### src/hw/rtl/rpp_pkg.sv
`default_nettype none
// ----------------------------------------------------------------------------
// rpp_pkg: shared types and constants
// Register map codes, configuration record and queue entry for the
// rectangle perimeter path generator.
// ----------------------------------------------------------------------------
package rpp_pkg;

  localparam int TIME_W   = 32;  // sample time, Q16.16
  localparam int LEN_W    = 20;  // width, height, speed
  localparam int PERIM_W  = 22;  // perimeter
  localparam int ROW_W    = 48;  // three packed Q1.14 coefficients
  localparam int COEF_W   = 16;
  localparam int OFF_W    = 63;  // three packed translations
  localparam int TRANS_W  = 21;
  localparam int POS_W    = 24;  // saturated result, Q7.16
  localparam int PY_W     = 24;  // plane y, may go negative on the left edge
  localparam int ROT_FRAC = 14;
  localparam int M1_W     = COEF_W + LEN_W + 1;  // coef * px
  localparam int M2_W     = COEF_W + PY_W;       // coef * py
  localparam int ACC_W    = M2_W + 1;
  localparam int SUM_W    = ACC_W - ROT_FRAC + 1;
  localparam int QDEPTH   = 4;
  localparam int QPTR_W   = 2;
  localparam int ADDR_W   = 6;
  localparam int DATA_W   = 64;

  typedef enum logic [2:0] {
    REG_WIDTH,
    REG_HEIGHT,
    REG_PERIM,
    REG_SPEED,
    REG_ROT_X,
    REG_ROT_Y,
    REG_ROT_Z,
    REG_OFFSET
  } rpp_reg_t;

  typedef struct packed {
    logic [LEN_W-1:0]   width;
    logic [LEN_W-1:0]   height;
    logic [PERIM_W-1:0] perim;
    logic [LEN_W-1:0]   speed;
    logic [ROW_W-1:0]   rot_x;
    logic [ROW_W-1:0]   rot_y;
    logic [ROW_W-1:0]   rot_z;
    logic [OFF_W-1:0]   offset;
  } rpp_cfg_t;

  typedef struct packed {
    logic [LEN_W-1:0]        px;
    logic signed [PY_W-1:0]  py;
  } rpp_pt_t;

endpackage
`default_nettype wire

### src/hw/rtl/rpp_fifo.sv
`default_nettype none
// ----------------------------------------------------------------------------
// rpp_fifo: plane point queue
// Short queue between the distance front and the projection back.
// ----------------------------------------------------------------------------
module rpp_fifo (
  input  wire logic             clk,
  input  wire logic             rst_n,
  input  wire logic             push,
  input  wire rpp_pkg::rpp_pt_t push_data,
  input  wire logic             pop,
  output logic                  full,
  output logic                  empty,
  output rpp_pkg::rpp_pt_t      pop_data
);
  import rpp_pkg::*;

  rpp_pt_t           ent_r [0:QDEPTH-1];
  logic [QPTR_W-1:0] wr_r, wr_nxt, rd_r, rd_nxt;
  logic [QPTR_W:0]   cnt_r, cnt_nxt;

  assign full     = (cnt_r == (QPTR_W+1)'(QDEPTH));
  assign empty    = (cnt_r == '0);
  assign pop_data = ent_r[rd_r];

  always_comb begin
    wr_nxt  = push ? wr_r + 1'b1 : wr_r;
    rd_nxt  = pop ? rd_r + 1'b1 : rd_r;
    cnt_nxt = cnt_r + (QPTR_W+1)'(push) - (QPTR_W+1)'(pop);
  end

  always_ff @(posedge clk) begin
    if (!rst_n) begin
      wr_r  <= '0;
      rd_r  <= '0;
      cnt_r <= '0;
    end else begin
      wr_r  <= wr_nxt;
      rd_r  <= rd_nxt;
      cnt_r <= cnt_nxt;
    end
    if (push) begin
      ent_r[wr_r] <= push_data;
    end
  end

endmodule
`default_nettype wire

### config.mk
export PLATFORM = sky130hd
export DESIGN_NAME = rpp_fifo
export DESIGN_NICKNAME = d
export VERILOG_FILES = /design/src/hw/rtl/rpp_pkg.sv /design/src/hw/rtl/rpp_fifo.sv
export SDC_FILE = /design/constraint.sdc
export NUM_CORES = 1
export LEC_CHECK = 0
export BUFFER_PORTS_ARGS = -buffer_cell sky130_fd_sc_hd__clkbuf_2
export CORE_MARGIN = 2
export CORE_UTILIZATION = 50
export DETAILED_ROUTE_END_ITERATION = 10
export PLACE_DENSITY_LB_ADDON = 0.12
export SLEW_MARGIN = 20
export SYNTH_ARGS = -nofsm -noshare
export SYNTH_HDL_FRONTEND = slang
export SYNTH_SLANG_ARGS = --single-unit
export TNS_END_PERCENT = 100
### constraint.sdc
create_clock -name clk -period 2.1 [get_ports clk]
set_clock_uncertainty 0.05 [all_clocks]
set_input_delay 0.42 -clock clk [delete_from_list [all_inputs] [get_ports clk]]
set_output_delay 0.42 -clock clk [all_outputs]
set_load 0.02 [all_outputs]
* After elaboration in Yosys (flattened, before gate mapping)
Memories as Yosys holds them, arrays and structs flattened. A register that Yosys moved wholly into a read port is not among the register bits.
Cells that the tools add are included.
** Storage, ports and cells
- Flip-flop bits (word level) :: 7
- RAM bits :: 176
- Output and inout bits :: 46
- Word-level logic and storage cells :: 14
- Memories :: 1
** Memories
- ent_r :: depth 4, bits a word 44, read ports 1, clocked after Yosys merged registers in 1, wr ports 1, line rpp_fifo.sv:18 : rpp_pt_t ent_r [0:QDEPTH-1];
** Cells by class
- Add/subtract/negate cells :: 4
- Equality and inequality tests :: 1
- Mux-type cells :: 4
- Reduce and logical (&&, ||, !) cells :: 1
** Operator list (number)
- adder 2 x 1 -> 2 bit, second input constant :: 2
- two-way mux 2 bit :: 2
- adder 3 x 1 -> 3 bit :: 1
- == test 3 bit, second input constant :: 1
- logical NOT 3 bit :: 1
- subtractor 3 x 1 -> 3 bit :: 1
- two-way mux 1 bit :: 2

* Longest topological paths before layout
Gate-level depths: netlist of the first run.
- Word-level depth :: 3
- Depth in mapped cells :: 7
- Depth with buffers taken out :: 7

* Worst setup path before layout of the first run
Ideal clock, no wire load.
- Kind :: register -> register
- Start :: reg wr_r[0]
- End :: mem ent_r[2][0] (netlist bit), enable pin
- Library setup time :: 0.406 ns
- Arrival time :: 1.600 ns
- Required time :: 1.644 ns
- Path slack :: 0.044 ns
- Stages on the path, launching flop included :: 4
- Buffers on the path :: 0
- Cells stage by stage :: dfxtp_1 > inv_1 > ha_1 > and2_1
** RTL lines
- start: declaration :: line rpp_fifo.sv:19 : logic [QPTR_W-1:0] wr_r, wr_nxt, rd_r, rd_nxt;
- start signal: assignment :: line rpp_fifo.sv:38 : wr_r <= wr_nxt;
- end: declaration :: line rpp_fifo.sv:18
No word-level cell before the write port.

==> metrics.txt, run 1 <==
endpoints failing setup 44; Worst-Margin Slew 395 ps; Final Hold Viols 0; clk root buf clkbuf_16; Post-synth EDFFs 176; routability cong. 0.694; Max FO, Critical Path 7; highest ir drop seen on vdd around 0.6 mV; aggregate global routing overflow 0; ANT nets after route 0; synthesized cell area 0.00685 mm^2; Synthesized Nets roughly 330; crit path time final 2250 ps; largest area contributor in the netlist edfxtp_1; DRC 0; Die Area 0.0147 mm^2; Critical Path RT 1630 ps; placed instance count 546; pin count of the biggest net entering global routing 29; First DRT Iteration DRCs approximately 130; NumNets Final 447; Mapped Cells around 270; failing checks setup timing; core area 0.0133 mm^2; Worst setup SP type flip-flop; wire per inst 19.6 um; reg-to-reg startpoint cnt_r[0]$_SDFF_PN0_; hold slack 166 ps; CP delay by family, top multiplexers; maximum root-to-sink buffer count 2; Top Ports 94; reg2reg end cnt_r[2]$_SDFF_PN0_; Pre-antenna DRT Iters 4; worst setup path class reg2out; H-tree levels 4; Ys Warns 0; Hold-fix buffers, CTS 0; drt via density around 5.3; Tot GR Track Use 16.7%; Crit path largest cell delay 510 ps; Hold Crit Endpoint ent_r[3][23]$_DFFE_PP_; max_cap viols 0; r2r setup slk 300 ps; Main synth FF type edfxtp_1; CP bufs+invs 2; Seq/Total Area, Yosys 79.8%; Die Wd 121 um; run status finished with violations; hold depth 1; Max Fclk approximately 0.44 GHz; Rows 42; Worst Min Path Start push_data[23]; number of global-route vias before repair 3231; vias 3056; Clock Sinks roughly 190; clock latency on the worst-skew pair slightly above 400 ps; Critical Path End Type output pin; worst min path class in2reg; Starting Density 51.5%; total CTS buffers 17; first-pass GRT wire length 17600 um; setup ws final -154 ps; top area cells in the synthesized netlist edfxtp_1 (77%), mux4_2 (13%), dfxtp_1 (2.6%), mux4_1 (1.5%), buf_12 (1.2%); DIE HEIGHT 121 um; worst r2r path cells 7; Yosys reg bits 185; DP HPWL about 7000 um; RSZ-0062 raised after global routing true; most frequent cells after synthesis edfxtp_1 (176), mux4_2 (40), dfxtp_1 (9); PD cells 1010 mW/mm^2; CP Cell Sequence clkbuf_16 -> mux4_2 -> buf_6; fraction of layout cells with a size suffix above 1 47.2%; count leader, synth edfxtp_1; final worst path period share 107%; input/output buffers between 90 and 100; Synth cell types 21; Synth top area share 77.2%; Clock transition at path regs around 70 ps; TritonCTS clock tree yes; Slowest-stage cell, CP mux4_2; ys async rst share 0%; CP arrival 1780 ps; Layout Cells excl Fill between 500 and 600; initial antenna violation count 0; Final Core Density 64.0%; Final Max Tran Viols 0; Pleak slightly below 3 nW; Total Wirelength ~11000 um; worst slew margin relative to its limit ~74%; post-synthesis average cell area 25.1 um^2; Area Growth Syn to Fin 24.2%; antenna cells 0
## routing by layer
metal	share of wire, %	wire length (um)	vias up	GRT usage [%]
met5	0	0	-	0
met1	42	4820	1590	20.5
met3	3.9	445	12	4.84
li1	-	-	1385	-
met2	52	5950	69	28.1
met4	1.3	146	0	6.47
## power breakdown
group / internal (W) / switching, W
clock network: 0.00188 / 0.00130
logic: 0.000563 / 0.000546
registers: 0.00424 / 0.0000627
total: 0.00668 / 0.00191
## registers in the layout (all words and copies together), names as in the netlist, named ones only
name and count:
cnt_r 3, ent_r 176, rd_r 2, wr_r 2
## area by class of cell
| type | instances | area (um^2) |
|---|---|---|
| Sequential cell | 185 | 5470 |
| Fill cell | 932 | 4790 |
| Multi-Input combinational cell | 71 | 1230 |
| Timing Repair Buffer | 110 | 953 |
| Clock buffer | 18 | 429 |
| Tap cell | 176 | 220 |
| Clock inverter | 14 | 175 |
| Inverter | 7 | 26.3 |
## cell usage in the layout, fill, tap and decap left out, types with 2 or more instances in the layout
cell        count
clkinv_4        6
nor2_1          5
xnor2_1         2
buf_4           6
and2_2          4
clkbuf_2       56
buf_12          6
buf_6          38
inv_1           7
bufinv_16       3
and2_1          2
clkbuf_16      19
dfxtp_1         7
mux4_2         44
ha_1            6
edfxtp_1      176
buf_8           2
clkinvlp_4      2
## cells by family (layout without fill, tap and decap cells)
| family | Yosys count | after routing | share of synthesized area [%] |
|---|---|---|---|
| flops | 185 | 185 | 79.8 |
| mux | 45 | 45 | 14.8 |
| buf+inv | 17 | 149 | 2.08 |
| simple gates | 14 | 14 | 1.10 |
| fa+ha+maj | 7 | 7 | 1.39 |
| xor+xnor | 3 | 3 | 0.603 |
| compound gates | 2 | 2 | 0.219 |
## through the flow
| stage | TNS, ps | power, W | worst slack [ps] | area, um^2 |
|---|---|---|---|---|
| after floorplan | 0 | 0.00500 | 44.1 | 6850 |
| after global placement | 0 | 0.00531 | 148 | 7610 |
| after detailed placement | 0 | 0.00533 | 103 | 7610 |
| after CTS | -4810 | 0.00850 | -173 | 8220 |
| after global routing | -8530 | 0.00890 | -219 | 8510 |
| final | -5620 | 0.00859 | -154 | 8510 |
## repair_timing
action / in CTS / in global routing
buffers inserted: 1 / 0
resized for setup: 0 / 121
setup endpoints to repair: 40 / 44
cloned: 0 / 2
## how the worst max path moves through the flow
stage	start	end	slack [ps]	depth (start not counted)
6_report	flip-flop	pop_data[13]	-150	3
4_1_cts	flip-flop	pop_data[42]	-170	3
5_1_grt	flip-flop	pop_data[13]	-220	3
3_3_place_gp	pop	cnt_r[2]$_SDFF_PN0_	150	7
3_5_place_dp	pop	cnt_r[2]$_SDFF_PN0_	100	7
2_1_floorplan	wr_r[0]$_SDFFE_PN0P_	ent_r[2][0]$_DFFE_PP_	40	3
Power figures use the tool's default switching activity.
==> run 2, diff against run 1 <==
--- a/config.mk
+++ b/config.mk
@@ -6,10 +6,10 @@
 export NUM_CORES = 1
 export LEC_CHECK = 0
 export BUFFER_PORTS_ARGS = -buffer_cell sky130_fd_sc_hd__clkbuf_2
-export CORE_MARGIN = 2
 export CORE_UTILIZATION = 50
 export DETAILED_ROUTE_END_ITERATION = 10
 export PLACE_DENSITY_LB_ADDON = 0.12
+export RECOVER_POWER = 100
 export SLEW_MARGIN = 20
 export SYNTH_ARGS = -nofsm -noshare
 export SYNTH_HDL_FRONTEND = slang
==> run 2 against run 1 <==
Effect of this change: the flow still finishes with violations (setup timing); sequential share of layout area unchanged; clock power up 2%; critical path type unchanged; critical path depth up 1; non-clock buffer count up 4; first-iteration DRC count up 26%; register-to-register slack worse by 250 ps; die area down 3.3%; utilization unchanged; sequential cell count unchanged; final cell count up 0.69%.
==> metrics.txt, run 2 (synthesis gave the netlist of run 1 again) <==
max_cap viols 0 (unchanged); worst min path class in2reg; Critical Path End Type output pin; worst slew margin relative to its limit 38.5% (-35 points); Area Growth Syn to Fin 24.2% (unchanged); H-tree levels 4 (unchanged); leading cell type in the layout, fill and taps excluded edfxtp_1; routability cong. 0.644 (-7.3%); Die Area 0.0142 mm^2 (-3.3%); PD cells 1020 mW/mm^2 (+1.1%); Die Wd 119 um (-1.7%); input/output buffers 93 (unchanged); Pleak 2.85 nW (-3.4%); Hold-fix buffers, CTS 0 (unchanged); core area 0.0133 mm^2 (unchanged); TNS Setup -4850 ps (+767 ps); DP HPWL 6880 um (-1.1%); Max FO, Critical Path 9 (+2); Layout Cells excl Fill 585 (+0.69%); RSZ-0062 raised after global routing true; top flop regs ent_r: 176 flops, cnt_r: 3 flops; Critical Path RT 1630 ps (about the same); clk root buf clkbuf_16; crit path time final 2240 ps (-13.6 ps); Worst setup SP type flip-flop; Starting Density 51.5% (unchanged); highest ir drop seen on vdd 0.621 mV (+5.3%); fraction of layout cells with a size suffix above 1 35.9% (-11 points); DIE HEIGHT 119 um (-1.7%); Final Hold Viols 0 (unchanged); pre-CTS WS 111 ps (+7.26 ps); pin count of the biggest net entering global routing 27 (-6.9%); Max Fclk 0.446 GHz (+0.61%); endpoints failing setup 44 (unchanged); CP arrival 1770 ps (about the same); total CTS buffers 17 (unchanged); maximum root-to-sink buffer count 2 (unchanged); Pre-antenna DRT Iters 4 (unchanged); vias 3127 (+2.3%); largest reg by FF count ent_r; first-pass GRT wire length 18500 um (+5.5%); setup ws final -140 ps (+13.6 ps); Rows 42 (unchanged); initial antenna violation count 0 (unchanged); most frequent cells in the layout edfxtp_1 (176), clkbuf_1 (47), mux4_2 (44); NumNets Final 451 (+0.89%); worst setup path class reg2out; placed instance count 544 (-0.37%); final worst path period share 107% (-0.65 points); number of global-route vias before repair 3331 (+3.1%); DRC 0 (unchanged); Final Max Tran Viols 0 (unchanged); First DRT Iteration DRCs 157 (+26%); aggregate global routing overflow 0 (unchanged); Worst-Margin Slew 922 ps (+528 ps); failing checks setup timing; antenna cells 0 (unchanged); ANT nets after route 0 (unchanged); wire per inst 20.8 um (+6.4%); Total Wirelength 12200 um (+7.1%); TritonCTS clock tree yes; Top Ports 94 (unchanged); Clock Sinks 185 (unchanged); max reg flops 176 (unchanged); total chip power 0.00868 W (+1.1%); clock latency on the worst-skew pair 420 ps (about the same); drt via density 5.35 (+1.6%); Tot GR Track Use 18.7% (+2.0 points); Clock transition at path regs 60 ps (about the same); run status finished with violations
run 2: changes by cell type in the layout (fill, tap and decap cells not counted), sizes merged:
| cell | previous run | this run |
|---|---|---|
| bufinv | 3 | 4 |
| inv | 8 | 7 |
| buf | 52 | 53 |
| clkbuf | 76 | 79 |
run 2: critical path, stage by stage (launching register included):
cell	delay [ps]
dfxtp_4	380
buf_4	120
buf_12	140
mux4_2	530
buf_2	180
run 2: layout make-up:
type / instances / area (um^2)
clock buffer: 18 / 429
clock inverter: 14 / 180
fill: 942 / 4790
inverter: 7 / 26.3
multi-input combinational: 71 / 1230
sequential: 185 / 5470
tap: 176 / 220
timing repair buffer: 114 / 950
run 2: per-stage QoR:
stage | instance area (um^2) | hold WS, ps | utilization, %
CTS | 8450 | 147 | 63.6
global route | 8510 | 191 | 64.0
detailed placement | 7570 | 492 | 56.9
finish | 8510 | 184 | 64.0
floorplan | 6850 | 449 | -
global placement | 7570 | 471 | 56.9
run 2: worst paths after layout:
kind                             start                     end  slack, ps  depth (start not counted)
hold reg to reg   rd_r[0]$_SDFFE_PN0P_               flip-flop        510                          2
hold / removal                   rst_n     cnt_r[1]$_SDFF_PN0_        180                          2
setup reg to reg  wr_r[0]$_SDFFE_PN0P_  ent_r[2][37]$_DFFE_PP_         50                          4
setup / recovery             flip-flop             pop_data[6]       -140                          4
run 2: where the power goes:
part           total (W)  switching, W  internal, W
clock network    0.00324       0.00126      0.00198
registers        0.00430     0.0000552      0.00424
logic            0.00115      0.000581     0.000571
total            0.00868       0.00190      0.00679
run 2: timing repair:
item | CTS | global route
gates cloned | 5 | 0
gates resized for setup | 36 | 77
setup endpoints to repair | 44 | 44
setup buffers | 6 | 0
run 2: routing by layer:
layer,track usage (%),wire (um),vias up
met1,24.6,5280,1636
met4,7.67,148,0
met3,5.32,634,13
li1,-,-,1392
met2,29.5,6100,86
met5,0,0,-
==> run 3, diff against run 2 <==
--- a/config.mk
+++ b/config.mk
@@ -6,7 +6,7 @@
 export NUM_CORES = 1
 export LEC_CHECK = 0
 export BUFFER_PORTS_ARGS = -buffer_cell sky130_fd_sc_hd__clkbuf_2
-export CORE_UTILIZATION = 50
+export CORE_UTILIZATION = 41
 export DETAILED_ROUTE_END_ITERATION = 10
 export PLACE_DENSITY_LB_ADDON = 0.12
 export RECOVER_POWER = 100
==> run 3 against run 2 <==
Effect of this change: the flow still finishes with violations (setup timing); hold slack gained 7.8 ps; wire length shrank 3.7%; utilization shrank 13 points; die area is 22% higher; clock-buffer cell count is 1 higher; via count fell by 2.9%; global-route usage decreased by 3.9 points; largest cell class unchanged; highest routed layer unchanged.
==> metrics.txt, run 3 (synthesis gave the netlist of run 1 again) <==
failing checks setup timing; crit path time final 2230 ps (-10.2 ps); share of power burned in registers 51.6% (+2.1 points); max reg flops 176 (unchanged); worst min path class in2reg; Max FO, Critical Path 5 (-4); drt via density 4.89 (-8.5%); Gate power share 12.1% (-1.2 points); ANT nets after route 0 (unchanged); Clock Sinks 185 (unchanged); wire per inst 18.9 um (-9.2%); Internal 0.00645 W (-5.0%); endpoints failing setup 44 (unchanged); number of global-route vias before repair 3342 (+0.33%); Pleak 2.73 nW (-3.9%); most frequent cells in the layout edfxtp_1 (176), clkbuf_1 (48), mux4_2 (42); Die Wd 131 um (+10%); Net Sw Frac 22.5% (+0.64 points); fraction of layout cells with a size suffix above 1 34.3% (-1.6 points); RSZ-0062 raised after global routing true; Critical Path RT 1630 ps (about the same); input/output buffers 93 (unchanged); placed instance count 585 (+7.5%); Total Wirelength 11700 um (-3.7%); DRC 0 (unchanged); CP delay by family, top multiplexers; setup ws final -130 ps (+10.2 ps); worst setup path class reg2out; maximum root-to-sink buffer count 2 (unchanged); initial antenna violation count 0 (unchanged); TNS Setup -3370 ps (+1480 ps); CP arrival 1760 ps (about the same); highest ir drop seen on vdd 0.555 mV (-11%); vias 3036 (-2.9%); Final Max Tran Viols 0 (unchanged); leading cell type in the layout, fill and taps excluded edfxtp_1; Worst-Margin Slew 747 ps (-175 ps); Clock transition at path regs 70 ps (about the same); NumNets Final 447 (-0.89%); largest reg by FF count ent_r; aggregate global routing overflow 0 (unchanged); Max Fclk 0.448 GHz (+0.46%); power share of the clock group 36.2% (-1.1 points); H-tree levels 4 (unchanged); DP HPWL 6860 um (-0.41%); Area Growth Syn to Fin 20.8%; net switching power 0.00187 W (-1.5%); CP Cell Sequence buf_12 -> buf_16 -> mux4_2 -> buf_8; First DRT Iteration DRCs 189 (+20%); Top Ports 94 (unchanged); Crit path largest cell delay 510 ps (-20 ps); Pre-antenna DRT Iters 4 (unchanged); max_cap viols 0 (unchanged); run status finished with violations; antenna cells 0 (unchanged); routability cong. 0.637 (-0.96%); top flop regs ent_r: 176 flops, cnt_r: 3 flops; DIE HEIGHT 131 um (+10%); Hold-fix buffers, CTS 0 (unchanged); first-pass GRT wire length 18500 um (-0.15%); TritonCTS clock tree yes; clk root buf clkbuf_16; Starting Density 42.5% (-9.0 points); Rows 46 (+9.5%); Worst setup SP type flip-flop; pin count of the biggest net entering global routing 25 (-7.4%); Layout Cells excl Fill 621 (+6.2%); pre-CTS WS 98.3 ps (-12.2 ps); Die Area 0.0172 mm^2 (+22%); CP bufs+invs 3 (unchanged); final worst path period share 106% (-0.48 points); Critical Path End Type output pin; Final Hold Viols 0 (unchanged); worst slew margin relative to its limit 50.2% (+12 points); Slowest-stage cell, CP mux4_2; core area 0.0161 mm^2 (+21%); total CTS buffers 17 (unchanged); clock latency on the worst-skew pair 410 ps (about the same); PD cells 1000 mW/mm^2 (-1.6%); Final Core Density 51.3% (-13 points); Tot GR Track Use 14.8% (-3.9 points)
run 3: cell types whose count changed in the layout (fill, tap and decap cells not counted), sizes merged:
cell / change
buf: -4
bufinv: -2
clkbuf: +1
clkinv: -1
inv: +2
run 3: what timing repair did:
action,4_1_cts,5_1_grt
resized for setup,7,67
buffers inserted,2,0
endpoints found under the setup margin,44,44
cloned,3,0
run 3: path summary, 6_finish.rpt:
kind,start,end,slack [ps],cells past startpoint
setup / recovery,flip-flop,pop_data[25],-130,4
setup reg to reg,cnt_r[0]$_SDFF_PN0_,cnt_r[2]$_SDFF_PN0_,310,7
hold reg to reg,rd_r[1]$_SDFFE_PN0P_,flip-flop,490,2
hold / removal,rst_n,cnt_r[1]$_SDFF_PN0_,190,2
run 3: worst reg2reg max path: stages (launching register included):
cell,delay (ps)
dfxtp_1,330
inv_1,50
ha_1,260
inv_1,40
ha_1,180
fa_1,360
xor3_1,380
nor2_1,40
run 3: through the flow:
step / instance area [um^2] / hold slack (ps) / power, W
finish: 8270 / 192 / 0.00831
global placement: 7610 / 479 / 0.00530
CTS: 8310 / 149 / 0.00840
detailed placement: 7610 / 492 / 0.00532
global route: 8270 / 197 / 0.00863
floorplan: 6850 / 449 / 0.00500
run 3: cell type report:
| class | instances | area (um^2) |
|---|---|---|
| clock inverters | 13 | 128 |
| fillers | 1337 | 7840 |
| repair buffers | 110 | 707 |
| flip-flops and latches | 185 | 5470 |
| inverters | 7 | 26.3 |
| clock buffers | 19 | 433 |
| well taps | 216 | 270 |
| multi-input cells | 71 | 1240 |
run 3: metal layers:
layer	vias up	wire length, um	track usage (%)
met5	-	0	0
met4	0	122	4.65
met3	9	459	4.67
met2	57	5850	23.9
met1	1588	5290	19.0
li1	1382	-	-
run 3: power by group through the flow:
stage,registers (W),logic [W],clock network [W]
final,0.00429,0.00101,0.00301
after global routing,0.00431,0.00109,0.00323
after CTS,0.00429,0.00102,0.00309
after detailed placement,0.00437,0.000954,0
after global placement,0.00436,0.000942,0
after floorplan,0.00436,0.000639,0
